--- src/mbtf_pkg.sv ---
package mbtf_pkg;

    // Input modes
    localparam logic [2:0] MODE_READ     = 3'd0;
    localparam logic [2:0] MODE_WR_SINGLE = 3'd1;
    localparam logic [2:0] MODE_WR_MULTI = 3'd2;
    localparam logic [2:0] MODE_DATA     = 3'd3;
    localparam logic [2:0] MODE_RESP     = 3'd4;

    // Result kinds
    localparam logic [1:0] KIND_TX     = 2'd0;
    localparam logic [1:0] KIND_WORD   = 2'd1;
    localparam logic [1:0] KIND_STATUS = 2'd2;

    // Completion status codes
    localparam logic [2:0] STAT_OK        = 3'd0;
    localparam logic [2:0] STAT_ID        = 3'd1;
    localparam logic [2:0] STAT_EXC       = 3'd2;
    localparam logic [2:0] STAT_FUNC      = 3'd3;
    localparam logic [2:0] STAT_COUNT     = 3'd4;
    localparam logic [2:0] STAT_QUANTITY  = 3'd5;

    // Function codes and the exception flag of the function byte
    localparam logic [7:0] FC_READ_HOLDING = 8'h03;
    localparam logic [7:0] FC_WRITE_SINGLE = 8'h06;
    localparam logic [7:0] FC_WRITE_MULTI  = 8'h10;
    localparam logic [7:0] FC_EXC_BIT      = 8'h80;

    typedef struct packed {
        logic [2:0]  mode;
        logic [15:0] address;
        logic [15:0] operand;
        logic [7:0]  rx_byte;
    } t_item;

    typedef struct packed {
        logic [1:0]  kind;
        logic [7:0]  tx_byte;
        logic [15:0] reg_word;
        logic [2:0]  status;
        logic [7:0]  exception_code;
        logic        last;
    } t_result;

    // Work orders passed from the front end to the back end through the queue.
    typedef enum logic [2:0] {
        OP_READ,
        OP_WR_SINGLE,
        OP_WR_MULTI,
        OP_DATA,
        OP_WORD,
        OP_STATUS,
        OP_WORD_STATUS
    } t_op;

    typedef struct packed {
        t_op         op;
        logic [15:0] tid;
        logic [7:0]  unit_id;
        logic [15:0] addr;
        logic [15:0] opd;
        logic [2:0]  status;
        logic [7:0]  exc;
        logic        last;
    } t_cmd;

    typedef struct packed {
        logic valid;
        t_cmd cmd;
    } t_push;

    typedef struct packed {
        logic valid;
        t_cmd cmd;
    } t_head;

endpackage

--- src/mbtf_front.sv ---
module mbtf_front #(
    parameter int MAX_READ_REGS  = 125,
    parameter int MAX_WRITE_REGS = 123
) (
    input  logic            i_clk,
    input  logic            i_rst_n,
    input  logic            i_cfg_valid,
    input  logic [7:0]      i_cfg_data,
    output logic            o_cfg_ready,
    input  logic            i_in_valid,
    input  mbtf_pkg::t_item i_in_data,
    output logic            o_in_stall,
    input  logic            i_full,
    output mbtf_pkg::t_push o_push
);
    import mbtf_pkg::*;

    localparam logic [1:0] PK_NONE = 2'd0;
    localparam logic [1:0] PK_READ = 2'd1;

    localparam logic [3:0] IDX_TID_HI = 4'd0;
    localparam logic [3:0] IDX_TID_LO = 4'd1;
    localparam logic [3:0] IDX_FC     = 4'd7;
    localparam logic [3:0] IDX_BC     = 4'd8;
    localparam logic [3:0] IDX_HI     = 4'd9;
    localparam logic [3:0] IDX_LO     = 4'd10;
    localparam logic [3:0] IDX_WR_END = 4'd11;

    logic [7:0]  r_unit_id;
    logic [15:0] r_next_tid,  n_next_tid;
    logic [15:0] r_pend_tid,  n_pend_tid;
    logic [1:0]  r_pend_kind, n_pend_kind;
    logic [6:0]  r_exp_words, n_exp_words;
    logic [3:0]  r_resp_idx,  n_resp_idx;
    logic [2:0]  r_err,       n_err;
    logic [7:0]  r_exc,       n_exc;
    logic [7:0]  r_hold,      n_hold;
    logic [6:0]  r_words_left, n_words_left;

    logic  accept;
    logic  is_read;
    logic  word_out;
    logic  done;
    t_push push;

    assign o_cfg_ready = 1'b1;
    assign o_in_stall  = i_full;
    assign accept      = i_in_valid && !i_full;
    assign is_read     = (r_pend_kind == PK_READ);

    always_comb begin
        n_next_tid   = r_next_tid;
        n_pend_tid   = r_pend_tid;
        n_pend_kind  = r_pend_kind;
        n_exp_words  = r_exp_words;
        n_resp_idx   = r_resp_idx;
        n_err        = r_err;
        n_exc        = r_exc;
        n_hold       = r_hold;
        n_words_left = r_words_left;
        word_out     = 1'b0;
        done         = 1'b0;

        push.valid        = 1'b0;
        push.cmd.op       = OP_STATUS;
        push.cmd.tid      = r_next_tid;
        push.cmd.unit_id  = r_unit_id;
        push.cmd.addr     = i_in_data.address;
        push.cmd.opd      = i_in_data.operand;
        push.cmd.status   = STAT_OK;
        push.cmd.exc      = 8'h00;
        push.cmd.last     = 1'b0;

        case (i_in_data.mode)
            MODE_READ, MODE_WR_SINGLE, MODE_WR_MULTI: begin
                push.valid = 1'b1;
                if ((i_in_data.mode == MODE_READ &&
                     (i_in_data.operand == 16'd0 ||
                      i_in_data.operand > 16'(MAX_READ_REGS))) ||
                    (i_in_data.mode == MODE_WR_MULTI &&
                     (i_in_data.operand == 16'd0 ||
                      i_in_data.operand > 16'(MAX_WRITE_REGS)))) begin
                    push.cmd.op     = OP_STATUS;
                    push.cmd.status = STAT_QUANTITY;
                end else begin
                    if (i_in_data.mode == MODE_READ) begin
                        push.cmd.op = OP_READ;
                    end else if (i_in_data.mode == MODE_WR_SINGLE) begin
                        push.cmd.op = OP_WR_SINGLE;
                    end else begin
                        push.cmd.op = OP_WR_MULTI;
                    end
                    // A new request abandons whatever response was still being tracked.
                    n_pend_tid   = r_next_tid;
                    n_next_tid   = r_next_tid + 16'd1;
                    n_pend_kind  = i_in_data.mode[1:0] + 2'd1;
                    n_exp_words  = (i_in_data.mode == MODE_READ) ?
                                   i_in_data.operand[6:0] : 7'd0;
                    n_words_left = (i_in_data.mode == MODE_WR_MULTI) ?
                                   i_in_data.operand[6:0] : 7'd0;
                    n_resp_idx   = 4'd0;
                    n_err        = STAT_OK;
                    n_exc        = 8'h00;
                    n_hold       = 8'h00;
                end
            end
            MODE_DATA: begin
                if (r_words_left != 7'd0) begin
                    n_words_left  = r_words_left - 7'd1;
                    push.valid    = 1'b1;
                    push.cmd.op   = OP_DATA;
                    push.cmd.last = (r_words_left == 7'd1);
                end
            end
            MODE_RESP: begin
                if (r_pend_kind != PK_NONE && r_words_left == 7'd0) begin
                    if (r_resp_idx == IDX_TID_HI) begin
                        n_hold = i_in_data.rx_byte;
                    end else if (r_resp_idx == IDX_TID_LO) begin
                        if ({r_hold, i_in_data.rx_byte} != r_pend_tid) begin
                            n_err = STAT_ID;
                        end
                    end else if (r_resp_idx == IDX_FC) begin
                        if (r_err == STAT_OK) begin
                            if ((i_in_data.rx_byte & FC_EXC_BIT) != 8'h00) begin
                                n_err = STAT_EXC;
                            end else if (is_read &&
                                         i_in_data.rx_byte != FC_READ_HOLDING) begin
                                n_err = STAT_FUNC;
                            end
                        end
                    end else if (r_resp_idx == IDX_BC) begin
                        if (r_err == STAT_EXC) begin
                            n_exc = i_in_data.rx_byte;
                        end else if (r_err == STAT_OK && is_read &&
                                     i_in_data.rx_byte != {r_exp_words, 1'b0}) begin
                            n_err = STAT_COUNT;
                        end
                    end else if (is_read && r_resp_idx == IDX_HI) begin
                        n_hold = i_in_data.rx_byte;
                    end else if (is_read && r_resp_idx == IDX_LO) begin
                        word_out = (r_err == STAT_OK);
                    end

                    if (is_read) begin
                        if (r_resp_idx < IDX_BC) begin
                            n_resp_idx = r_resp_idx + 4'd1;
                        end else if (r_resp_idx == IDX_BC) begin
                            if (r_exp_words == 7'd0) begin
                                done = 1'b1;
                            end else begin
                                n_resp_idx = IDX_HI;
                            end
                        end else if (r_resp_idx == IDX_HI) begin
                            n_resp_idx = IDX_LO;
                        end else begin
                            if (r_exp_words != 7'd0) begin
                                n_exp_words = r_exp_words - 7'd1;
                            end
                            if (n_exp_words == 7'd0) begin
                                done = 1'b1;
                            end else begin
                                n_resp_idx = IDX_HI;
                            end
                        end
                    end else begin
                        if (r_resp_idx >= IDX_WR_END) begin
                            done = 1'b1;
                        end else begin
                            n_resp_idx = r_resp_idx + 4'd1;
                        end
                    end

                    if (done) begin
                        n_pend_kind = PK_NONE;
                        n_resp_idx  = 4'd0;
                    end

                    push.valid      = word_out || done;
                    push.cmd.opd    = {r_hold, i_in_data.rx_byte};
                    push.cmd.status = n_err;
                    push.cmd.exc    = (n_err == STAT_EXC) ? n_exc : 8'h00;
                    if (word_out && done) begin
                        push.cmd.op = OP_WORD_STATUS;
                    end else if (word_out) begin
                        push.cmd.op = OP_WORD;
                    end else begin
                        push.cmd.op = OP_STATUS;
                    end
                end
            end
            default: begin
            end
        endcase

        if (!accept) begin
            push.valid = 1'b0;
        end
    end

    assign o_push = push;

    always_ff @(posedge i_clk) begin
        if (!i_rst_n) begin
            r_unit_id    <= 8'd1;
            r_next_tid   <= 16'd0;
            r_pend_tid   <= 16'd0;
            r_pend_kind  <= PK_NONE;
            r_exp_words  <= 7'd0;
            r_resp_idx   <= 4'd0;
            r_err        <= STAT_OK;
            r_exc        <= 8'h00;
            r_hold       <= 8'h00;
            r_words_left <= 7'd0;
        end else begin
            if (i_cfg_valid) begin
                r_unit_id <= i_cfg_data;
            end
            if (accept) begin
                r_next_tid   <= n_next_tid;
                r_pend_tid   <= n_pend_tid;
                r_pend_kind  <= n_pend_kind;
                r_exp_words  <= n_exp_words;
                r_resp_idx   <= n_resp_idx;
                r_err        <= n_err;
                r_exc        <= n_exc;
                r_hold       <= n_hold;
                r_words_left <= n_words_left;
            end
        end
    end

endmodule

--- src/mbtf_queue.sv ---
module mbtf_queue #(
    parameter int DEPTH = 4
) (
    input  logic            i_clk,
    input  logic            i_rst_n,
    input  mbtf_pkg::t_push i_push,
    output logic            o_full,
    output mbtf_pkg::t_head o_head,
    input  logic            i_pop
);
    import mbtf_pkg::*;

    localparam int AW = (DEPTH > 1) ? $clog2(DEPTH) : 1;
    localparam int CW = $clog2(DEPTH + 1);

    t_cmd          r_mem [DEPTH];
    logic [AW-1:0] r_wr;
    logic [AW-1:0] r_rd;
    logic [CW-1:0] r_cnt;
    logic          do_push;
    logic          do_pop;

    assign o_full      = (r_cnt == CW'(DEPTH));
    assign o_head.valid = (r_cnt != '0);
    assign o_head.cmd  = r_mem[r_rd];
    assign do_push     = i_push.valid && !o_full;
    assign do_pop      = i_pop && o_head.valid;

    always_ff @(posedge i_clk) begin
        if (do_push) begin
            r_mem[r_wr] <= i_push.cmd;
        end
    end

    always_ff @(posedge i_clk) begin
        if (!i_rst_n) begin
            r_wr  <= '0;
            r_rd  <= '0;
            r_cnt <= '0;
        end else begin
            if (do_push) begin
                r_wr <= (r_wr == AW'(DEPTH - 1)) ? '0 : r_wr + AW'(1);
            end
            if (do_pop) begin
                r_rd <= (r_rd == AW'(DEPTH - 1)) ? '0 : r_rd + AW'(1);
            end
            if (do_push && !do_pop) begin
                r_cnt <= r_cnt + CW'(1);
            end else if (do_pop && !do_push) begin
                r_cnt <= r_cnt - CW'(1);
            end
        end
    end

endmodule

--- src/mbtf_back.sv ---
module mbtf_back (
    input  logic              i_clk,
    input  logic              i_rst_n,
    input  mbtf_pkg::t_head   i_head,
    output logic              o_pop,
    output logic              o_out_valid,
    input  logic              i_out_stall,
    output mbtf_pkg::t_result o_out_data
);
    import mbtf_pkg::*;

    logic [3:0]  r_idx;
    logic [3:0]  final_idx;
    logic        r_out_valid;
    t_result     r_out_data;
    t_result     n_out_data;
    logic        load;
    logic [15:0] frame_len;
    logic [7:0]  fc;
    t_cmd        cmd;

    assign cmd  = i_head.cmd;
    assign load = i_head.valid && (!r_out_valid || !i_out_stall);

    // Write multiple carries its byte count in the length field as well.
    assign frame_len = (cmd.op == OP_WR_MULTI) ?
                       16'd7 + {cmd.opd[14:0], 1'b0} : 16'd6;

    always_comb begin
        case (cmd.op)
            OP_READ:      fc = FC_READ_HOLDING;
            OP_WR_SINGLE: fc = FC_WRITE_SINGLE;
            default:      fc = FC_WRITE_MULTI;
        endcase
    end

    always_comb begin
        n_out_data = '0;
        final_idx  = 4'd0;
        case (cmd.op)
            OP_READ, OP_WR_SINGLE, OP_WR_MULTI: begin
                n_out_data.kind = KIND_TX;
                final_idx = (cmd.op == OP_WR_MULTI) ? 4'd12 : 4'd11;
                case (r_idx)
                    4'd0:    n_out_data.tx_byte = cmd.tid[15:8];
                    4'd1:    n_out_data.tx_byte = cmd.tid[7:0];
                    4'd4:    n_out_data.tx_byte = frame_len[15:8];
                    4'd5:    n_out_data.tx_byte = frame_len[7:0];
                    4'd6:    n_out_data.tx_byte = cmd.unit_id;
                    4'd7:    n_out_data.tx_byte = fc;
                    4'd8:    n_out_data.tx_byte = cmd.addr[15:8];
                    4'd9:    n_out_data.tx_byte = cmd.addr[7:0];
                    4'd10:   n_out_data.tx_byte = cmd.opd[15:8];
                    4'd11:   n_out_data.tx_byte = cmd.opd[7:0];
                    4'd12:   n_out_data.tx_byte = {cmd.opd[6:0], 1'b0};
                    default: n_out_data.tx_byte = 8'h00;
                endcase
                // The multiple-write header never ends a frame; its data words do.
                n_out_data.last = (cmd.op != OP_WR_MULTI) && (r_idx == 4'd11);
            end
            OP_DATA: begin
                final_idx          = 4'd1;
                n_out_data.kind    = KIND_TX;
                n_out_data.tx_byte = (r_idx == 4'd0) ? cmd.opd[15:8] : cmd.opd[7:0];
                n_out_data.last    = (r_idx != 4'd0) && cmd.last;
            end
            OP_WORD: begin
                n_out_data.kind     = KIND_WORD;
                n_out_data.reg_word = cmd.opd;
            end
            OP_WORD_STATUS: begin
                final_idx = 4'd1;
                if (r_idx == 4'd0) begin
                    n_out_data.kind     = KIND_WORD;
                    n_out_data.reg_word = cmd.opd;
                end else begin
                    n_out_data.kind           = KIND_STATUS;
                    n_out_data.status         = cmd.status;
                    n_out_data.exception_code = cmd.exc;
                    n_out_data.last           = 1'b1;
                end
            end
            default: begin
                n_out_data.kind           = KIND_STATUS;
                n_out_data.status         = cmd.status;
                n_out_data.exception_code = cmd.exc;
                n_out_data.last           = 1'b1;
            end
        endcase
    end

    assign o_pop       = load && (r_idx == final_idx);
    assign o_out_valid = r_out_valid;
    assign o_out_data  = r_out_data;

    always_ff @(posedge i_clk) begin
        if (!i_rst_n) begin
            r_idx       <= 4'd0;
            r_out_valid <= 1'b0;
        end else begin
            if (load) begin
                r_out_valid <= 1'b1;
                r_idx       <= (r_idx == final_idx) ? 4'd0 : r_idx + 4'd1;
            end else if (!i_out_stall) begin
                r_out_valid <= 1'b0;
            end
        end
    end

    always_ff @(posedge i_clk) begin
        if (load) begin
            r_out_data <= n_out_data;
        end
    end

endmodule

--- src/modbus_tcp_master_framer_unit.sv ---
// Modbus TCP client framer.
// Input channel (i_in_valid / o_in_stall / i_in_data): request items (read holding,
// write single, write multiple header), data words of a write multiple, and response
// bytes. An item is taken at any edge with valid high and stall low.
// Output channel (o_out_valid / i_out_stall / o_out_data): one result per cycle while unstalled:
// request frame bytes, read register words and a completion status.
// Configuration channel (i_cfg_valid / o_cfg_ready / i_cfg_data) writes the unit id;
// it is always ready; the unit id must be written only while the block is idle, as the block does not enforce it.
// The front end decodes each item and updates the transaction and response tracking in
// the cycle it is accepted, then queues at most one command. The back end expands a command
// into its results: 12 or 13 bytes for a request frame, two for a data word, one or two for
// a response byte. Each command passes through the queue and then the back end's result register.
// Items are taken one per cycle while the command queue has room; output bandwidth of one
// result per cycle while unstalled sets the sustained rate, so a request frame holds the output
// for all of its 12 or 13 bytes. A stall on the output holds the result register; the queue
// then fills and o_in_stall rises. Reset clears the transaction counter, the response
// tracking and the queue, and sets the unit id to 1.
module modbus_tcp_master_framer_unit #(
    parameter int MAX_READ_REGS  = 125,
    parameter int MAX_WRITE_REGS = 123,
    parameter int QUEUE_DEPTH    = 4
) (
    input  logic              i_clk,
    input  logic              i_rst_n,
    input  logic              i_cfg_valid,
    input  logic [7:0]        i_cfg_data,
    output logic              o_cfg_ready,
    input  logic              i_in_valid,
    input  mbtf_pkg::t_item   i_in_data,
    output logic              o_in_stall,
    output logic              o_out_valid,
    input  logic              i_out_stall,
    output mbtf_pkg::t_result o_out_data
);
    import mbtf_pkg::*;

    t_push push;
    t_head head;
    logic  full;
    logic  pop;

    mbtf_front #(
        .MAX_READ_REGS  (MAX_READ_REGS),
        .MAX_WRITE_REGS (MAX_WRITE_REGS)
    ) u_front (
        .i_clk       (i_clk),
        .i_rst_n     (i_rst_n),
        .i_cfg_valid (i_cfg_valid),
        .i_cfg_data  (i_cfg_data),
        .o_cfg_ready (o_cfg_ready),
        .i_in_valid  (i_in_valid),
        .i_in_data   (i_in_data),
        .o_in_stall  (o_in_stall),
        .i_full      (full),
        .o_push      (push)
    );

    mbtf_queue #(
        .DEPTH (QUEUE_DEPTH)
    ) u_queue (
        .i_clk   (i_clk),
        .i_rst_n (i_rst_n),
        .i_push  (push),
        .o_full  (full),
        .o_head  (head),
        .i_pop   (pop)
    );

    mbtf_back u_back (
        .i_clk       (i_clk),
        .i_rst_n     (i_rst_n),
        .i_head      (head),
        .o_pop       (pop),
        .o_out_valid (o_out_valid),
        .i_out_stall (i_out_stall),
        .o_out_data  (o_out_data)
    );

    a_no_overflow: assert property (@(posedge i_clk) disable iff (!i_rst_n)
        !(push.valid && full))
        else $error("command pushed into a full queue");

    a_request_queued: assert property (@(posedge i_clk) disable iff (!i_rst_n)
        (i_in_valid && !o_in_stall && i_in_data.mode == MODE_READ &&
         i_in_data.operand != 16'd0 &&
         i_in_data.operand <= 16'(MAX_READ_REGS))
        |-> (push.valid && push.cmd.op == OP_READ))
        else $error("accepted read request produced no frame command");

    a_status_last: assert property (@(posedge i_clk) disable iff (!i_rst_n)
        (o_out_valid && o_out_data.kind == KIND_STATUS) |-> o_out_data.last)
        else $error("completion status without last");

    a_exc_code: assert property (@(posedge i_clk) disable iff (!i_rst_n)
        (o_out_valid && o_out_data.exception_code != 8'h00)
        |-> (o_out_data.kind == KIND_STATUS && o_out_data.status == STAT_EXC))
        else $error("exception code outside an exception status");

endmodule
--- config.mk ---
export PLATFORM = sky130hd
export DESIGN_NAME = modbus_tcp_master_framer_unit
export DESIGN_NICKNAME = d
export VERILOG_FILES = /design/src/mbtf_pkg.sv /design/src/mbtf_front.sv /design/src/mbtf_queue.sv /design/src/mbtf_back.sv /design/src/modbus_tcp_master_framer_unit.sv
export SDC_FILE = /design/constraint.sdc
export NUM_CORES = 1
export LEC_CHECK = 0
export ABC_AREA = 1
export BUFFER_PORTS_ARGS = -buffer_cell sky130_fd_sc_hd__buf_2
export CORE_MARGIN = 2
export CORE_UTILIZATION = 45
export DETAILED_ROUTE_END_ITERATION = 16
export SLEW_MARGIN = 25
export SYNTH_ARGS = -nofsm -noshare
export SYNTH_HDL_FRONTEND = slang
export SYNTH_HIERARCHICAL = 1
export SYNTH_SLANG_ARGS = --single-unit
--- constraint.sdc ---
create_clock -name i_clk -period 8.81 [get_ports i_clk]
set_input_delay 1.762 -clock i_clk [delete_from_list [all_inputs] [get_ports i_clk]]
set_output_delay 1.762 -clock i_clk [all_outputs]
set_load 0.1 [all_outputs]
-- Word-level counts from Yosys, hierarchy flattened
Memories as Yosys holds them, arrays and structs flattened. A register that Yosys moved wholly into a read port is not among the register bits.
Index checks and enable logic that the tools add are counted.
- bits in registers: 129
- memory bits (writable): 284
- bits of input ports: 56
- output and inout bits: 41
- word-level logic and storage cells: 270
- memories kept: 1
- add/subtract/negate cells: 11
- $lt $le $gt $ge: 4
- equality and inequality tests: 52
- muxes and demuxes: 123
- bitwise gates (word level): 1
- reduce and logical (&&, ||, !) cells: 57
- memory list (memory ; words ; bits a word ; read ports ; clocked after memory_dff ; write ports ; line ; RTL):
    u_queue.r_mem ; 4 ; 71 ; 1 ; 1 ; 1 ; mbtf_queue.sv:16 ; t_cmd r_mem [DEPTH];
- operator list (cell ; count):
    8-bit 2-to-1 mux ; 16
    7-bit 2-to-1 mux ; 17
    8-bit one-hot mux with 11 select lines ; 1
    3-bit 2-to-1 mux ; 19
    4-bit 2-to-1 mux ; 13
    16-bit 2-to-1 mux ; 3
    8-bit one-hot mux with 2 select lines ; 3
    4-bit equality test, second input constant ; 8
    16-bit by 7-bit > comparator with 1-bit output, second input constant ; 2
    16-bit one-hot mux with 2 select lines ; 1
    7-bit one-hot mux with 2 select lines ; 2
    27-bit 2-to-1 mux ; 1
    1-bit 2-to-1 mux ; 25
    2-bit 2-to-1 mux ; 11
    11-bit one-hot mux with 2 select lines ; 1
    7-bit zero test ; 3
    4-bit by 3-bit equality test with 1-bit output, second input constant ; 5
    3-bit by 2-bit equality test with 1-bit output, second input constant ; 6
    1-bit logical AND ; 18
    16-bit by 1-bit adder with 16-bit output, second input constant ; 1
    3-bit by 16-bit adder with 16-bit output, first input constant ; 1
    16-bit zero test ; 1
    16-bit != test ; 1
    4-bit one-hot mux with 2 select lines ; 2
    other kinds (48) ; 87

-- Depth between registers and ports, before layout
Gate-level depths: netlist of run 1.
- depth after elaboration: 26
- mapped depth: 26
- depth with buffers taken out: 26

-- Hierarchy
The synthesis of run 1 kept the hierarchy.
- modules (own cells, without submodules) (module ; instances ; cells each ; area an instance (µm²) ; seq. area each (µm²)):
    mbtf_queue ; 1 ; 758 ; 11026.8 ; 8708.4
    mbtf_front ; 1 ; 808 ; 5159.9 ; 1581.5
    mbtf_back ; 1 ; 444 ; 3076.7 ; 1241.2

-- Least setup slack after synthesis of run 1
OpenSTA, ideal clock, no wires.
- path type: input -> register
- start point: in i_in_data[40] in the netlist's numbering
- end point: mem u_queue/r_mem[0][0] in the netlist's numbering (enable)
- library setup time: 501 ps
- arrival: 6005 ps
- required time: 8309 ps
- slack: 2305 ps
- cell stages on the path: 9
- path buffers: 1
- cell sequence: inv_1 > ha_1 > nand2_2 > nor2_1 > buf_2 > nand2_1 > a21oi_1 > nand2_1 > nor2_1
- RTL lines (element ; line ; RTL):
    start, declared ; modbus_tcp_master_framer_unit.sv:29 ; input mbtf_pkg::t_item i_in_data,
    end, declared ; mbtf_queue.sv:16 ;

==> results of run 1 <==
## layout make-up
type                            count  share of cell area [%]
Tap cell                          539                    3.16
Clock inverter                     20                    1.01
Multi-Input combinational cell   1318                    30.2
Antenna cell                        1                  0.0117
Sequential cell                   415                    54.1
Timing Repair Buffer              110                    2.87
Inverter                          175                    3.11
Clock buffer                       60                    5.54
## kinds of logic after synthesis
kind of cell	count (synthesis)	share of synthesized area (%)
compound gates	400	11.3
xor+xnor	23	1.05
fa+ha+maj	27	1.79
buf+inv	277	6.78
flops	415	59.9
other cells	1	0.0195
simple gates	867	19.2
## state kept, by name, indices dropped and copies added (netlist names), named ones only
name	flops
u_front/r_next_tid	16
u_front/r_unit_id	8
u_front/r_pend_kind	2
u_back/o_out_valid	1
u_queue/r_rd	2
u_front/r_err	3
u_front/r_hold	8
u_queue/r_wr	2
u_front/r_pend_tid	16
u_queue/r_mem	284
u_front/r_words_left	7
u_back/r_idx	4
u_back/o_out_data	38
u_queue/r_cnt	3
u_front/r_resp_idx	4
u_front/r_exc	8
u_front/r_exp_words	7
## power by group
part / total, uW / switching [uW] / leakage [uW] / internal [uW]
sequential: 2380 / 66.1 / 0.00373 / 2320
combinational: 1740 / 1410 / 0.00376 / 325
clock: 1810 / 752 / 0.000673 / 1060
## worst reg2reg max path: stages, from the launching register on
cell     delay (ns)
dfxtp_1        0.34
inv_1          0.16
ha_1           0.19
inv_1          0.04
nor2_1         0.23
nand3_2        0.20
a21oi_1        0.17
nand2_1        0.06
nor2_1         0.09
nand2_1        0.06
nand2_1        0.07
nand2_2        0.10
nand2_1        0.12
nand2_1        0.06
a21oi_1        0.39
nand2_1        0.36
nor2_4         0.58
buf_4          0.74
## Yosys cell counts, drive strengths merged (2+ instances only)
master,instances,share of area [%]
o21ai,229,6.0
nand3,103,2.8
o22ai,82,2.7
nor2,353,7.2
clkbuf,30,0.64
nand4,40,1.3
dfxtp,93,9.7
nor4,2,0.065
inv,175,3.4
a211oi,2,0.078
and2,9,0.29
a31oi,4,0.16
or2,2,0.065
nor3,24,0.74
nand2,330,6.5
o211ai,11,0.43
xor2,16,0.73
xnor2,7,0.32
buf,72,2.7
a21oi,70,1.9
edfxtp,322,50
nand3b,2,0.078
ha,26,1.7
## layer usage
layer,vias up,track usage (%)
met4,0,6.34
met1,6871,32.6
met5,-,0
met3,74,4.00
met2,442,34.4
li1,7006,-
## path summary, 6_finish.rpt
| check | endpoint | cells after the start |
|---|---|---|
| hold / removal | u_front/r_pend_tid[10]$_SDFFE_PN0P_ | 2 |
| setup reg to reg | u_queue/r_mem[3][36]$_DFFE_PP_ | 17 |
| setup / recovery | u_queue/r_mem[3][36]$_DFFE_PP_ | 11 |
| hold reg to reg | u_front/r_pend_tid[10]$_SDFFE_PN0P_ | 2 |
## stage by stage
| step | setup slack (ns) | hold slack [ns] | area [um^2] | instances |
|---|---|---|---|---|
| 2_1_floorplan | 2.30 | 0.436 | 19300 | 2010 |
| 3_3_place_gp | 3.28 | 0.446 | 19900 | 2556 |
| 3_5_place_dp | 3.15 | 0.457 | 19900 | 2556 |
| 4_1_cts | 3.77 | 0.466 | 21300 | 2636 |
| 5_1_grt | 3.59 | 0.495 | 21300 | 2637 |
| 6_report | 3.99 | 0.471 | 21300 | 2638 |
==> flow_metrics.tcl, run 1 <==
set metrics [dict create \
    status "completed" \
    synth_edf_count 322 \
    cts_buffer_depth 3 \
    yosysWarnings 6 \
    slowest_stage "buf_4" \
    wl_per_cell_um 18.8 \
    fillers 3884 \
    drt_first_pass_iters 6 \
    grt_use_total_pct 22.4 \
    cts_tree "done" \
    rsz0062_at_grt "false" \
    slew_viol_final 0 \
    seq_area_um2 11500 \
    crit_family "simple AND/OR/NAND/NOR gates" \
    core_um2 42100 \
    crit_type "in -> reg" \
    end_kind "flop" \
    arrival_ns 5.01 \
    grt_pass1_vias 13300 \
    post_cts_buffers 0 \
    met2WireLength_mm 22.4 \
    ys_ff_latch 415 \
    required_ns 9.00 \
    cp.buffers_inverters 4 \
    met1_length_mm 22.7 \
    clk_pin_slew_worst_paths_ns 0.06 \
    drive_gt1_share_pct 10.6 \
    synth_seq_area_share_pct 59.9 \
    hp-start "u_front/r_pend_tid[10]$_SDFFE_PN0P_" \
    finalWeightedCongestion 0.932 \
    dieArea_um2 44500 \
    fin_util_pct 50.7 \
    syn_avg_cell_area_um2 9.58 \
    numCtsBuffers 44 \
    synthToLayoutAreaGrowth_pct 10.8 \
    antenna_found_initial 2 \
    die_w_um 211 \
    max_freq_mhz 207 \
    slew_headroom_pct 29.6 \
    final_common_cell "nor2_1" \
    start_util_pct 45.7 \
    route.detailed.drc 0 \
    finalWirelength_mm 49.6 \
    grt_max_degree 98 \
    grt_pass1_wl_mm 76.3 \
    rr_startpoint "u_front/r_exp_words[0]$_SDFFE_PN0P_" \
    r2r_setup_slack_ns 4.41 \
    clock-sinks 415 \
    setup_viol 0 \
    cp_max_fo 53 \
    fin_nets 2147 \
    cp-start-kind "primary input" \
    portBuffers 95 \
    final_cell_mix "nor2_1 (335), nand2_1 (322), edfxtp_1 (322), o21ai_0 (204), inv_1 (165)" \
    yosysUniqueCellTypes 48 \
    hp-class "reg -> reg" \
    clkLatencyLatePin_ns 0.57 \
    ir_drop_uv 214 \
    syn-cell-area_um2 19300 \
    vias 14400 \
    routed-wl-met3_mm 3.41 \
    tightest_slew_ns 1.04 \
    synth-async-reset-ratio_pct 0 \
    root_buffer "clkbuf_16" \
    htree_levels 2 \
    maxCapViolCount 0 \
    top_level_ports 97 \
    finalCriticalPeriod_ns 4.82 \
    top_layer "met4" \
    syn_nets 2093 \
    ctsResizeCount 0 \
    hold_viol 0 \
    cts_hold_buffers 0 \
    dr.first_iter.drc_count 1307 \
    postRouteAntennaNets 0 \
    multi_input_area_um2 6460 \
    setup_tns_ns 0 \
    finalPower_uw 5940 \
    fp.dieH_um 211 \
    netlist_instances 2010 \
    cpPeakStageDelay_ns 0.73 \
    rows 75 \
    leakagePower_uw 0.00817 \
    clock_skew_ns 0.0135 \
    path_cells "buf_2, inv_1, ha_1, nand2_2, nor2_1, buf_4, nand2_1, a21oi_1, nand2_1, nor2_4, buf_4" \
    hpwl_mm 32.8 \
    p_per_area_nw_per_um2 278 \
    period_share_pct 54.8 \
    crit_start "i_in_data[40]" \
    synth_ff_type "edfxtp_1" \
    grt_overflow 0 \
    via_per_inst 5.46 \
]
Power figures use the tool's default switching activity.
==> run 2, diff against run 1 <==
clock period = 3.9 ns   (was 8.81 ns; I/O delays follow)
==> run 2 against run 1 <==
Compared with the run above: setup slack worse by 3.5 ns; wire length up 2.2%; critical path depth rose by 15; largest cell class unchanged; largest power group unchanged; highest routed layer unchanged.
==> flow_metrics.tcl, run 2 (synthesis gave the netlist of run 1 again) <==
set metrics [dict create \
    cp.buffers_inverters 7 \
    hp-class "in -> reg" \
    top_layer "met4" \
    regMostFlops "u_queue/r_mem" \
    grt_pass1_vias 13600 \
    portBuffers 95 \
    cts_buffer_depth 3 \
    top_level_ports 97 \
    power_frac_clock_pct 31.2 \
    switching_share_pct 37.6 \
    ctsResizeCount 0 \
    clock_skew_ns 0.0207 \
    leakagePower_uw 0.00839 \
    final_common_cell "nor2_1" \
    crit_type "reg -> reg" \
    setup_viol 0 \
    crit_family "simple AND/OR/NAND/NOR gates" \
    end_kind "flop" \
    slew_viol_final 0 \
    fp.dieH_um 211 \
    root_buffer "clkbuf_16" \
    seq_power_share_pct 39.4 \
    largest_reg_flops 284 \
    arrival_ns 3.92 \
    clkLatencyLatePin_ns 0.59 \
    cp_max_fo 7 \
    finalWeightedCongestion 0.983 \
    fin_hold_ws_ns 0.407 \
    grt_pass1_wl_mm 78.5 \
    cts_tree "done" \
    htree_levels 2 \
    required_ns 4.37 \
    fin_nets 2179 \
    dieArea_um2 44500 \
    drt_first_pass_iters 6 \
    routed-wl-met3_mm 3.24 \
    slew_headroom_pct 36.0 \
    cpMostUsedCell "nand2_1" \
    p_switching_uw 5160 \
    period_share_pct 88.3 \
    final_cell_mix "nor2_1 (334), nand2_1 (322), edfxtp_1 (322), o21ai_0 (205), inv_1 (165)" \
    grt_max_degree 93 \
    synthToLayoutAreaGrowth_pct 13.1 \
    dr.first_iter.drc_count 1283 \
    clk_pin_slew_worst_paths_ns 0.06 \
    fillers 3844 \
    postRouteAntennaNets 0 \
    tightest_slew_ns 0.950 \
    finalCriticalPeriod_ns 3.44 \
    numCtsBuffers 45 \
    antenna_cells 0 \
    p_per_area_nw_per_um2 630 \
    core_um2 42100 \
    grt_overflow 0 \
    route.detailed.drc 0 \
    post_cts_buffers 0 \
    comb_power_share_pct 29.4 \
    cts_hold_buffers 0 \
    vias 14500 \
    finalWirelength_mm 50.7 \
    met2WireLength_mm 22.6 \
    ir_drop_uv 513 \
    hpwl_mm 34.9 \
    maxCapViolCount 0 \
    antenna_found_initial 1 \
    internal_power_uw 8560 \
    grt_use_total_pct 22.9 \
    status "completed" \
    drive_gt1_share_pct 12.2 \
    met1_length_mm 23.8 \
    rows 75 \
    hold_viol 0 \
    die_w_um 211 \
    cp-start-kind "flop" \
    max_freq_mhz 290 \
    clock-sinks 415 \
    cpPeakStageDelay_ns 0.45 \
    via_per_inst 5.44 \
    setup_tns_ns 0 \
    rsz0062_at_grt "false" \
    wl_per_cell_um 19.0 \
    slowest_stage "fa_1" \
    start_util_pct 45.7 \
]
[run 2: cell types whose count changed in the layout (fill, tap and decap cells not counted), sizes merged]
cell	delta
buf	+31
clkbuf	-3
clkinv	+6
clkinvlp	-2
diode	-1
[run 2: stage by stage]
step	util, %	setup WS [ns]	power [uW]	cells	cell area [um^2]
floorplan	-	-0.482	8540	2010	19300
global placement	48.2	0.484	9480	2588	20300
detailed placement	48.2	0.427	9510	2588	20300
CTS	51.7	0.396	13800	2669	21800
global route	51.7	0.0240	14300	2669	21800
finish	51.7	0.457	13700	2669	21800
[run 2: final cells by class]
cell class | count | area, um^2 | area share [%]
clock inverter | 24 | 250 | 1.15
sequential | 415 | 11500 | 53.0
inverter | 175 | 664 | 3.05
clock buffer | 57 | 1240 | 5.70
tap | 539 | 674 | 3.10
multi-input combinational | 1318 | 6460 | 29.6
timing repair buffer | 141 | 958 | 4.40
[run 2: worst reg2reg max path, cell delays in order (launching register included)]
cell and delay [ns]:
dfxtp_1 0.33, inv_1 0.16, ha_1 0.19, inv_1 0.05, nor2_2 0.16, nand3_2 0.18
nand3_1 0.15, nand2_1 0.07, nor2_1 0.10, nand2_1 0.06, nand2_1 0.07, nand2_2 0.09
nand2_1 0.08, nand2_1 0.06, a21oi_1 0.14, buf_4 0.16, nand2_1 0.08, inv_1 0.14
ha_1 0.18, inv_1 0.07, fa_1 0.45, inv_1 0.08, nand2_1 0.07, nand3_1 0.09
nand2_1 0.05, inv_1 0.05, nor2_1 0.04
[run 2: power by group through the flow]
| stage | sequential (uW) | combinational [uW] | clock (uW) |
|---|---|---|---|
| 2_1_floorplan | 6820 | 1720 | 0 |
| 4_1_cts | 5410 | 4020 | 4370 |
| 6_report | 5400 | 4030 | 4280 |
| 5_1_grt | 5450 | 4320 | 4560 |
| 3_5_place_dp | 5500 | 4010 | 0 |
| 3_3_place_gp | 5490 | 3980 | 0 |
[run 2: path summary, 6_finish.rpt]
| check | cells past startpoint | slack (ns) | from | endpoint |
|---|---|---|---|---|
| min reg2reg | 2 | 0.46 | u_front/r_exc[1]$_SDFFE_PN0P_ | u_front/r_exc[1]$_SDFFE_PN0P_ |
| max reg2reg | 26 | 0.46 | u_front/r_exp_words[0]$_SDFFE_PN0P_ | u_queue/r_cnt[2]$_SDFFE_PN0P_ |
| max | 26 | 0.46 | u_front/r_exp_words[0]$_SDFFE_PN0P_ | u_queue/r_cnt[2]$_SDFFE_PN0P_ |
| min | 1 | 0.41 | i_in_data[26] | u_queue/r_mem[1][30]$_DFFE_PP_ |
[run 2: layer usage]
metal | vias to the layer above | global-route usage [%]
li1 | 7054 | -
met3 | 87 | 3.98
met4 | 0 | 6.02
met1 | 6890 | 34.2
met5 | - | 0
met2 | 494 | 34.7
